==> config.mk <==
export PLATFORM = sky130hd
export DESIGN_NAME = max_collinear_points_top_flat
export DESIGN_NICKNAME = d
export VERILOG_FILES = /design/src/hw/rtl/mcp_pkg.sv /design/src/hw/rtl/mcp_in_if.sv /design/src/hw/rtl/mcp_out_if.sv /design/src/hw/rtl/mcp_ram.sv /design/src/hw/rtl/mcp_cross.sv /design/src/hw/rtl/max_collinear_points_top.sv /design/src/flat_wrapper.sv
export SDC_FILE = /design/constraint.sdc
export NUM_CORES = 2
export LEC_CHECK = 0
export ABC_CLOCK_PERIOD_IN_PS = 20000
export BUFFER_PORTS_ARGS = -buffer_cell sky130_fd_sc_hd__buf_2
export CAP_MARGIN = 20
export CORE_MARGIN = 4
export CORE_UTILIZATION = 65
export DETAILED_ROUTE_END_ITERATION = 8
export MAX_ROUTING_LAYER = met4
export PLACE_DENSITY_LB_ADDON = 0.12
export SYNTH_ARGS = -nofsm -noshare
export SYNTH_HDL_FRONTEND = slang
export SYNTH_SLANG_ARGS = --single-unit
==> constraint.sdc <==
create_clock -name i_clk -period 20 [get_ports i_clk]
set_input_delay 1 -clock i_clk [delete_from_list [all_inputs] [get_ports i_clk]]
set_output_delay 1 -clock i_clk [all_outputs]
set_load 0.1 [all_outputs]
==> src/hw/rtl/mcp_pkg.sv <==
// shared constants, types and helpers of the collinear points block
// no dependencies
`default_nettype none
package mcp_pkg;

    localparam int MAX_POINTS = 64;
    localparam int COORD_BITS = 16;
    localparam int ADDR_W     = (MAX_POINTS > 1) ? $clog2(MAX_POINTS) : 1;
    localparam int CNT_W      = $clog2(MAX_POINTS + 1);
    localparam int DIFF_W     = COORD_BITS + 1;
    localparam int PROD_W     = 2 * DIFF_W;
    localparam int RESULT_W   = 7;
    localparam int POINT_W    = 2 * COORD_BITS;

    typedef struct packed {
        logic signed [COORD_BITS-1:0] x;
        logic signed [COORD_BITS-1:0] y;
    } t_point;

    typedef struct packed {
        logic signed [DIFF_W-1:0] x;
        logic signed [DIFF_W-1:0] y;
    } t_diff;

    // result of one collinearity test from the cross product pipeline
    typedef struct packed {
        logic vld;
        logic hit;
    } t_hit;

    typedef enum logic [3:0] {
        S_IDLE,
        S_ARD,
        S_ALAT,
        S_JRD,
        S_JLAT,
        S_KRUN,
        S_KDRN,
        S_CAND,
        S_DONE
    } t_state;

    // difference vector b - a, one bit wider than the coordinates
    function automatic t_diff pt_diff(input t_point b, input t_point a);
        t_diff d;
        d.x = DIFF_W'(b.x) - DIFF_W'(a.x);
        d.y = DIFF_W'(b.y) - DIFF_W'(a.y);
        return d;
    endfunction

endpackage
`default_nettype wire

==> src/hw/rtl/mcp_in_if.sv <==
// input channel: valid, ready and one point or finish command
// depends on mcp_pkg
`default_nettype none
interface mcp_in_if;
    import mcp_pkg::*;
    logic                         valid;
    logic                         ready;
    logic                         mode;
    logic signed [COORD_BITS-1:0] coord_x;
    logic signed [COORD_BITS-1:0] coord_y;

    modport source (output valid, mode, coord_x, coord_y, input ready);
    modport sink   (input valid, mode, coord_x, coord_y, output ready);
endinterface
`default_nettype wire

==> src/hw/rtl/mcp_out_if.sv <==
// output channel: valid, ready and one line count result
// depends on mcp_pkg
`default_nettype none
interface mcp_out_if;
    import mcp_pkg::*;
    logic                valid;
    logic                ready;
    logic [RESULT_W-1:0] max_on_line;
    logic                overflowed;

    modport source (output valid, max_on_line, overflowed, input ready);
    modport sink   (input valid, max_on_line, overflowed, output ready);
endinterface
`default_nettype wire

==> src/hw/rtl/mcp_ram.sv <==
// generic single-port-write, single-port-read ram with registered read
// no dependencies
`default_nettype none
module mcp_ram #(
    parameter int WIDTH = 32,
    parameter int DEPTH = 64
) (
    input  wire logic                                          i_clk,
    input  wire logic                                          i_we,
    input  wire logic [((DEPTH > 1) ? $clog2(DEPTH) : 1)-1:0] i_waddr,
    input  wire logic [WIDTH-1:0]                              i_wdata,
    input  wire logic [((DEPTH > 1) ? $clog2(DEPTH) : 1)-1:0] i_raddr,
    output logic      [WIDTH-1:0]                              o_rdata
);
    logic [WIDTH-1:0] r_mem [DEPTH];

    // write port and registered read port
    always_ff @(posedge i_clk) begin
        if (i_we) begin
            r_mem[i_waddr] <= i_wdata;
        end
        o_rdata <= r_mem[i_raddr];
    end
endmodule
`default_nettype wire

==> src/hw/rtl/mcp_cross.sv <==
// cross product stage: tests a streamed point against the anchor and the probe direction
// depends on mcp_pkg
`default_nettype none
module mcp_cross (
    input  wire logic           i_clk,
    input  wire logic           i_rst_n,
    input  wire logic           i_vld,
    input  wire mcp_pkg::t_point i_pt,
    input  wire mcp_pkg::t_point i_anchor,
    input  wire mcp_pkg::t_diff  i_dir,
    output mcp_pkg::t_hit        o_hit
);
    import mcp_pkg::*;

    t_diff                    dk;
    logic signed [PROD_W-1:0] r_p1;
    logic signed [PROD_W-1:0] r_p2;
    logic                     r_dup;
    logic                     r_vld;

    assign dk = pt_diff(i_pt, i_anchor);

    // products of the two cross terms
    always_ff @(posedge i_clk) begin
        r_p1  <= i_dir.x * dk.y;
        r_p2  <= i_dir.y * dk.x;
        r_dup <= (dk.x == '0) && (dk.y == '0);
    end

    always_ff @(posedge i_clk) begin
        if (!i_rst_n) begin
            r_vld <= 1'b0;
        end else begin
            r_vld <= i_vld;
        end
    end

    // a copy of the anchor never joins a direction group
    assign o_hit.vld = r_vld;
    assign o_hit.hit = !r_dup && (r_p1 == r_p2);
endmodule
`default_nettype wire

==> src/hw/rtl/max_collinear_points_top.sv <==
// top level of the collinear points block: point store, pair sequencer, result register
// depends on mcp_pkg, mcp_in_if, mcp_out_if, mcp_ram, mcp_cross
//
//  channel | dir | fields                     | transaction
//  i_in    | in  | mode, coord_x, coord_y     | load one point or finish the set
//  o_out   | out | max_on_line, overflowed    | one result per finish
//
// a load writes one point into the store, or flags overflow when it is full; a finish
// scans the anchor and probe pairs up to a valid result, paced by the single read port
// of the point store that streams one point per cycle
// for each anchor and probe pair; a repeated point skips its probe scan
// reset is synchronous and empties the set; the store needs no clearing
// the result waits in its output register; a new transaction enters once it is taken

`default_nettype none
module max_collinear_points_top (
    input  wire logic i_clk,
    input  wire logic i_rst_n,
    mcp_in_if.sink    i_in,
    mcp_out_if.source o_out
);
    import mcp_pkg::*;

    t_state              r_state, n_state;
    logic [CNT_W-1:0]    r_count, n_count;
    logic                r_ovf, n_ovf;
    logic [CNT_W-1:0]    r_i, n_i;
    logic [CNT_W-1:0]    r_j, n_j;
    logic [CNT_W-1:0]    r_k, n_k;
    logic [CNT_W-1:0]    r_dup, n_dup;
    logic [CNT_W-1:0]    r_top, n_top;
    logic [CNT_W-1:0]    r_cnt, n_cnt;
    logic [CNT_W-1:0]    r_best, n_best;
    logic                r_rd_vld, n_rd_vld;
    t_point              r_anchor, n_anchor;
    t_diff               r_dir, n_dir;
    logic                r_out_vld, n_out_vld;
    logic [RESULT_W-1:0] r_out_max, n_out_max;
    logic                r_out_ovf, n_out_ovf;

    logic                in_acc;
    logic                we;
    logic [ADDR_W-1:0]   raddr;
    t_point              wpt;
    t_point              rpt;
    t_diff               dj;
    t_hit                hit;
    logic [CNT_W-1:0]    cand;

    assign i_in.ready  = (r_state == S_IDLE) && (!r_out_vld || o_out.ready);
    assign in_acc      = i_in.valid && i_in.ready;
    assign wpt.x       = i_in.coord_x;
    assign wpt.y       = i_in.coord_y;
    assign dj          = pt_diff(rpt, r_anchor);
    assign cand        = r_top + r_dup + CNT_W'(1);

    assign o_out.valid       = r_out_vld;
    assign o_out.max_on_line = r_out_max;
    assign o_out.overflowed  = r_out_ovf;

    // point store
    mcp_ram #(
        .WIDTH (POINT_W),
        .DEPTH (MAX_POINTS)
    ) u_store (
        .i_clk   (i_clk),
        .i_we    (we),
        .i_waddr (r_count[ADDR_W-1:0]),
        .i_wdata (wpt),
        .i_raddr (raddr),
        .o_rdata (rpt)
    );

    mcp_cross u_cross (
        .i_clk    (i_clk),
        .i_rst_n  (i_rst_n),
        .i_vld    (r_rd_vld),
        .i_pt     (rpt),
        .i_anchor (r_anchor),
        .i_dir    (r_dir),
        .o_hit    (hit)
    );

    // next state
    always_comb begin
        n_state = r_state;
        case (r_state)
            S_IDLE: begin
                if (in_acc && i_in.mode) begin
                    n_state = (r_count == '0) ? S_DONE : S_ARD;
                end
            end
            S_ARD:  n_state = S_ALAT;
            S_ALAT: n_state = (r_i + CNT_W'(1) >= r_count) ? S_CAND : S_JRD;
            S_JRD:  n_state = S_JLAT;
            S_JLAT: begin
                if (dj.x == '0 && dj.y == '0) begin
                    n_state = (r_j + CNT_W'(1) >= r_count) ? S_CAND : S_JRD;
                end else begin
                    n_state = S_KRUN;
                end
            end
            S_KRUN: begin
                if (r_k == r_count - CNT_W'(1)) begin
                    n_state = S_KDRN;
                end
            end
            S_KDRN: begin
                if (!r_rd_vld && !hit.vld) begin
                    n_state = (r_j + CNT_W'(1) >= r_count) ? S_CAND : S_JRD;
                end
            end
            S_CAND: n_state = (r_i + CNT_W'(1) >= r_count) ? S_DONE : S_ARD;
            S_DONE: n_state = S_IDLE;
            default: n_state = S_IDLE;
        endcase
    end

    // datapath and outputs
    always_comb begin
        n_count   = r_count;
        n_ovf     = r_ovf;
        n_i       = r_i;
        n_j       = r_j;
        n_k       = r_k;
        n_dup     = r_dup;
        n_top     = r_top;
        n_cnt     = r_cnt;
        n_best    = r_best;
        n_rd_vld  = 1'b0;
        n_anchor  = r_anchor;
        n_dir     = r_dir;
        n_out_vld = r_out_vld;
        n_out_max = r_out_max;
        n_out_ovf = r_out_ovf;
        we        = 1'b0;
        raddr     = r_i[ADDR_W-1:0];

        if (r_out_vld && o_out.ready) begin
            n_out_vld = 1'b0;
        end
        if (hit.vld && hit.hit) begin
            n_cnt = r_cnt + CNT_W'(1);
        end

        case (r_state)
            S_IDLE: begin
                if (in_acc && !i_in.mode) begin
                    if (r_count < CNT_W'(MAX_POINTS)) begin
                        we      = 1'b1;
                        n_count = r_count + CNT_W'(1);
                    end else begin
                        n_ovf = 1'b1;
                    end
                end
                if (in_acc && i_in.mode) begin
                    n_i    = '0;
                    n_best = '0;
                end
            end
            S_ARD: begin
                raddr = r_i[ADDR_W-1:0];
            end
            S_ALAT: begin
                n_anchor = rpt;
                n_j      = r_i + CNT_W'(1);
                n_dup    = '0;
                n_top    = '0;
            end
            S_JRD: begin
                raddr = r_j[ADDR_W-1:0];
            end
            S_JLAT: begin
                if (dj.x == '0 && dj.y == '0) begin
                    n_dup = r_dup + CNT_W'(1);
                    n_j   = r_j + CNT_W'(1);
                end else begin
                    n_dir = dj;
                    n_k   = r_j;
                    n_cnt = '0;
                end
            end
            S_KRUN: begin
                raddr    = r_k[ADDR_W-1:0];
                n_rd_vld = 1'b1;
                n_k      = r_k + CNT_W'(1);
            end
            S_KDRN: begin
                if (!r_rd_vld && !hit.vld) begin
                    if (r_cnt > r_top) begin
                        n_top = r_cnt;
                    end
                    n_j = r_j + CNT_W'(1);
                end
            end
            S_CAND: begin
                if (cand > r_best) begin
                    n_best = cand;
                end
                n_i = r_i + CNT_W'(1);
            end
            S_DONE: begin
                n_out_vld = 1'b1;
                n_out_max = RESULT_W'(r_best);
                n_out_ovf = r_ovf;
                n_count   = '0;
                n_ovf     = 1'b0;
            end
            default: begin
                n_rd_vld = 1'b0;
            end
        endcase
    end

    // control registers
    always_ff @(posedge i_clk) begin
        if (!i_rst_n) begin
            r_state   <= S_IDLE;
            r_count   <= '0;
            r_ovf     <= 1'b0;
            r_best    <= '0;
            r_rd_vld  <= 1'b0;
            r_out_vld <= 1'b0;
        end else begin
            r_state   <= n_state;
            r_count   <= n_count;
            r_ovf     <= n_ovf;
            r_best    <= n_best;
            r_rd_vld  <= n_rd_vld;
            r_out_vld <= n_out_vld;
        end
    end

    // working registers
    always_ff @(posedge i_clk) begin
        r_i       <= n_i;
        r_j       <= n_j;
        r_k       <= n_k;
        r_dup     <= n_dup;
        r_top     <= n_top;
        r_cnt     <= n_cnt;
        r_anchor  <= n_anchor;
        r_dir     <= n_dir;
        r_out_max <= n_out_max;
        r_out_ovf <= n_out_ovf;
    end
endmodule
`default_nettype wire

==> src/flat_wrapper.sv <==
// flat-port wrapper written by rule: the top's interface ports become plain ports
module max_collinear_points_top_flat import mcp_pkg::*;
  (i_clk, i_rst_n, i_in_valid, i_in_mode, i_in_coord_x, i_in_coord_y, i_in_ready, o_out_valid, o_out_max_on_line, o_out_overflowed, o_out_ready);
  mcp_in_if i_in_i ();
  mcp_out_if o_out_i ();
  input  wire logic i_clk;
  input  wire logic i_rst_n;
  input wire logic [$bits(i_in_i.valid)-1:0] i_in_valid;
  input wire logic [$bits(i_in_i.mode)-1:0] i_in_mode;
  input wire logic [$bits(i_in_i.coord_x)-1:0] i_in_coord_x;
  input wire logic [$bits(i_in_i.coord_y)-1:0] i_in_coord_y;
  output wire logic [$bits(i_in_i.ready)-1:0] i_in_ready;
  output wire logic [$bits(o_out_i.valid)-1:0] o_out_valid;
  output wire logic [$bits(o_out_i.max_on_line)-1:0] o_out_max_on_line;
  output wire logic [$bits(o_out_i.overflowed)-1:0] o_out_overflowed;
  input wire logic [$bits(o_out_i.ready)-1:0] o_out_ready;
  assign i_in_i.valid = i_in_valid;
  assign i_in_i.mode = i_in_mode;
  assign i_in_i.coord_x = i_in_coord_x;
  assign i_in_i.coord_y = i_in_coord_y;
  assign i_in_ready = i_in_i.ready;
  assign o_out_valid = o_out_i.valid;
  assign o_out_max_on_line = o_out_i.max_on_line;
  assign o_out_overflowed = o_out_i.overflowed;
  assign o_out_i.ready = o_out_ready;
  max_collinear_points_top u_core (.i_clk(i_clk), .i_rst_n(i_rst_n), .i_in(i_in_i), .o_out(o_out_i));
endmodule
==> metrics.md <==
| Metric | Value |
|---|---|
| Status | finished clean |
| WP depth | 28 |
| Setup TNS | 0 ps |
| Flop2flop setup slack | 11460 ps |
| Site Rows | 152 |
| Die Area | 0.181 sq mm |
| Synth Flop Type | edfxtp_1 |
| Post-synth EDFFs | 2157 |
| WL final | 298000 um |
| Critical Path Start | u_core.r_anchor[1]$_DFFE_PP_ |
| Total track usage | 0.340 |
| Count leader, synth | nand2_1 |
| Post-CTS sizing | 0 |
| Mapped Cells | 9429 |
| #FFs+latches synth | 2287 |
| Sequential element share of the synthesized area | 0.596 |
| Die height | 425 um |
| Area grow syn2layout | 9.23% |
| CP arrival | 9200 ps |
| Vias/cell | 6.33 |
| Syn_area_per_cell | 12.0 sq um |
| Placer Congestion | 0.892 |
| Layout cell share with drive strength beyond 1 | 0.0713 |
| Worst path bufs/invs | 4 |
| Worst-Margin Slew | 1140 ps |
| Fin. max-slew vios | 0 |
| Port Buf Inserts | 46 |
| Final Setup Violations | 0 |
| Routed Antenna Nets | 0 |
| Fin worst setup slack | 11460 ps |
| Crit-path most repeated cell | fa_1 |
| Worst path slowest cell | a2111oi_0 |
| Initial Util | 0.657 |
| CP Capture Type | flop |
| Crit path max fanout | 19 |
| Synth top area share | 0.573 |
| Top cells by count, synth | 2453 x nand2_1, 2157 x edfxtp_1, 699 x inv_1 |
| Syn_nets | 10300 |
| End of the critical path | u_core.u_cross.r_p1[33]$_DFF_P_ |
| CP max stage delay | 610 ps |
| CTS tree | built |
| Fin. Hold Viols | 0 |
| Die width | 425 um |
| CP delay by family, top | adder cells |
| R2R depth | 28 |
| Root buf cell | clkbuf_16 |
| Pre-CTS WS | 11610 ps |
| Reg-to-reg startpoint | u_core.r_anchor[1]$_DFFE_PP_ |
| Initial antenna violation count | 16 |
| Fin Clk Skew | 86.1 ps |
| Placed Area | 0.116 sq mm |
| Hold_buf cts | 0 |
| Avg WL per Cell | 25.1 um |
| Worst path required time | 20660 ps |
| Reg2reg end | u_core.u_cross.r_p1[33]$_DFF_P_ |
| Final worst-path cycle share | 0.427 |
| Overflow after GRT | 0 |
| Sink Count | 2287 |
| Final net count | 10200 |
| Final Instance Area | 0.124 sq mm |
| Slew margin rel. | 0.243 |
| CP startpoint kind | flop |
| Core area | 0.172 sq mm |
| Router iterations before antenna repair | 6 |
| Ys Warns | 0 |
| Clock Pin Slew Worst Setup and Hold Paths | 60 ps |
| Post-DP HPWL | 172000 um |
| Clock tree buffer depth | 3 |
| RSZ-0062 raised after global routing | no |
| Num CTS Buffers | 218 |
| Cell taking the most area after synthesis | edfxtp_1 |
| H-Tree Depth | 4 |
| Tmin final | 8540 ps |
| Residual DRC | 0 |
| Post-CTS setup buffer count | 0 |
| Fmax | 0.117 GHz |
| Via Count | 75100 |
| Largest net degree at the start of global routing | 162 |
| Clk_lat worst skew | 880 ps |
| DRT iter0 DRCs | 9351 |
| Yosys cell types | 97 |
| Top cells by area, synth | edfxtp_1 57%, fa_1 11%, nand2_1 8.1% |
| Async SR Flop Fraction | 0 |
| Layout fillers | 11600 |
| Critical setup path kind | flop to flop |
| Number of global-route vias before repair | 73700 |
| Post-Syn Area | 0.113 sq mm |
| Max cap viols | 0 |
| First-pass GRT wire length | 451000 um |
| Minimum hold slack | 433 ps |
| Hold Path Class | input pin to flop |
| Io pins | 47 |
## layout by cell type, fill, tap and decap left out, types with 52 or more instances in the layout
cell type,n
nor2_1,141
xnor2_1,89
and2_1,181
a21oi_1,198
nor2b_1,87
buf_4,163
a311oi_1,373
nand2_1,2452
a31oi_1,130
dfxtp_1,130
nand3_1,614
fa_1,595
clkinv_1,52
o21ai_0,57
clkbuf_16,222
nor2_4,68
edfxtp_1,2157
inv_1,699
and3_1,264
ha_1,243
xor2_1,71
## worst min-delay path by stage
stage	slack (ps)	cells past startpoint	from	endpoint
detailed placement	420	0	u_core.u_store.o_rdata[0]$_DFF_P_	u_core.r_anchor[0]$_DFFE_PP_
global placement	420	0	u_core.u_store.o_rdata[0]$_DFF_P_	u_core.r_anchor[0]$_DFFE_PP_
finish	430	1	i_in_coord_y[6]	u_core.u_store.r_mem[9][6]$_DFFE_PP_
floorplan	410	0	u_core.u_store.o_rdata[0]$_DFF_P_	u_core.r_anchor[0]$_DFFE_PP_
CTS	440	4	o_out_ready	u_core.o_out.valid$_SDFFE_PN0P_
global route	410	1	i_in_coord_y[6]	u_core.u_store.r_mem[10][6]$_DFFE_PP_
## through the flow
| step | utilization | cells |
|---|---|---|
| after global routing | 0.717 | 11900 |
| after floorplan | - | 9429 |
| after detailed placement | 0.674 | 11400 |
| final | 0.717 | 11900 |
| after global placement | 0.674 | 11400 |
| after CTS | 0.715 | 11800 |
## state kept, by name, indices dropped and copies added, names as in the netlist
| name | flops |
|---|---|
| u_core.r_top | 7 |
| u_core.r_dir | 34 |
| u_core.u_store.o_rdata | 32 |
| u_core.u_store.r_mem | 2048 |
| u_core.r_k | 7 |
| u_core.r_dup | 7 |
| u_core.u_cross.r_dup | 1 |
| u_core.o_out.overflowed | 1 |
| u_core.r_i | 7 |
| u_core.o_out.max_on_line | 7 |
| u_core.u_cross.r_p1 | 34 |
| u_core.r_state | 4 |
| u_core.r_best | 7 |
| u_core.u_cross.r_vld | 1 |
| u_core.r_count | 7 |
| u_core.r_ovf | 1 |
| u_core.r_j | 7 |
| u_core.r_rd_vld | 1 |
| u_core.o_out.valid | 1 |
| u_core.r_cnt | 7 |
| u_core.r_anchor | 32 |
| u_core.u_cross.r_p2 | 34 |
## logic make-up after synthesis
family,share of synthesized area
DFF,0.596
and+or+nand+nor,0.152
muxes,0.00122
xor gates and xnor gates,0.0128
buffers and inverters,0.0431
AOI/OAI and AO/OA,0.0633
adders and majority gates,0.132
## area by class of cell
| cell class | count | area [sq um] | share of cell area |
|---|---|---|---|
| diodes | 11 | 27.5 | 0.000223 |
| clock buffers | 292 | 6010 | 0.0486 |
| clock inverters | 118 | 1120 | 0.00907 |
| inverters | 700 | 2630 | 0.0213 |
| multi-input cells | 5914 | 41500 | 0.336 |
| flip-flops and latches | 2287 | 67400 | 0.545 |
| well taps | 2310 | 2890 | 0.0234 |
| repair buffers | 238 | 2040 | 0.0165 |
## per-layer routing
layer | up-vias | wire, um | global-route usage
li1 | 32700 | - | -
met1 | 37400 | 113000 | 0.451
met2 | 4277 | 145000 | 0.542
met3 | 726 | 27800 | 0.0507
met4 | 0 | 12300 | 0.130
met5 | - | 0 | -
Power is not shown: default switching activity piles up to over one toggle a cycle in this logic, so the estimate is an artifact.
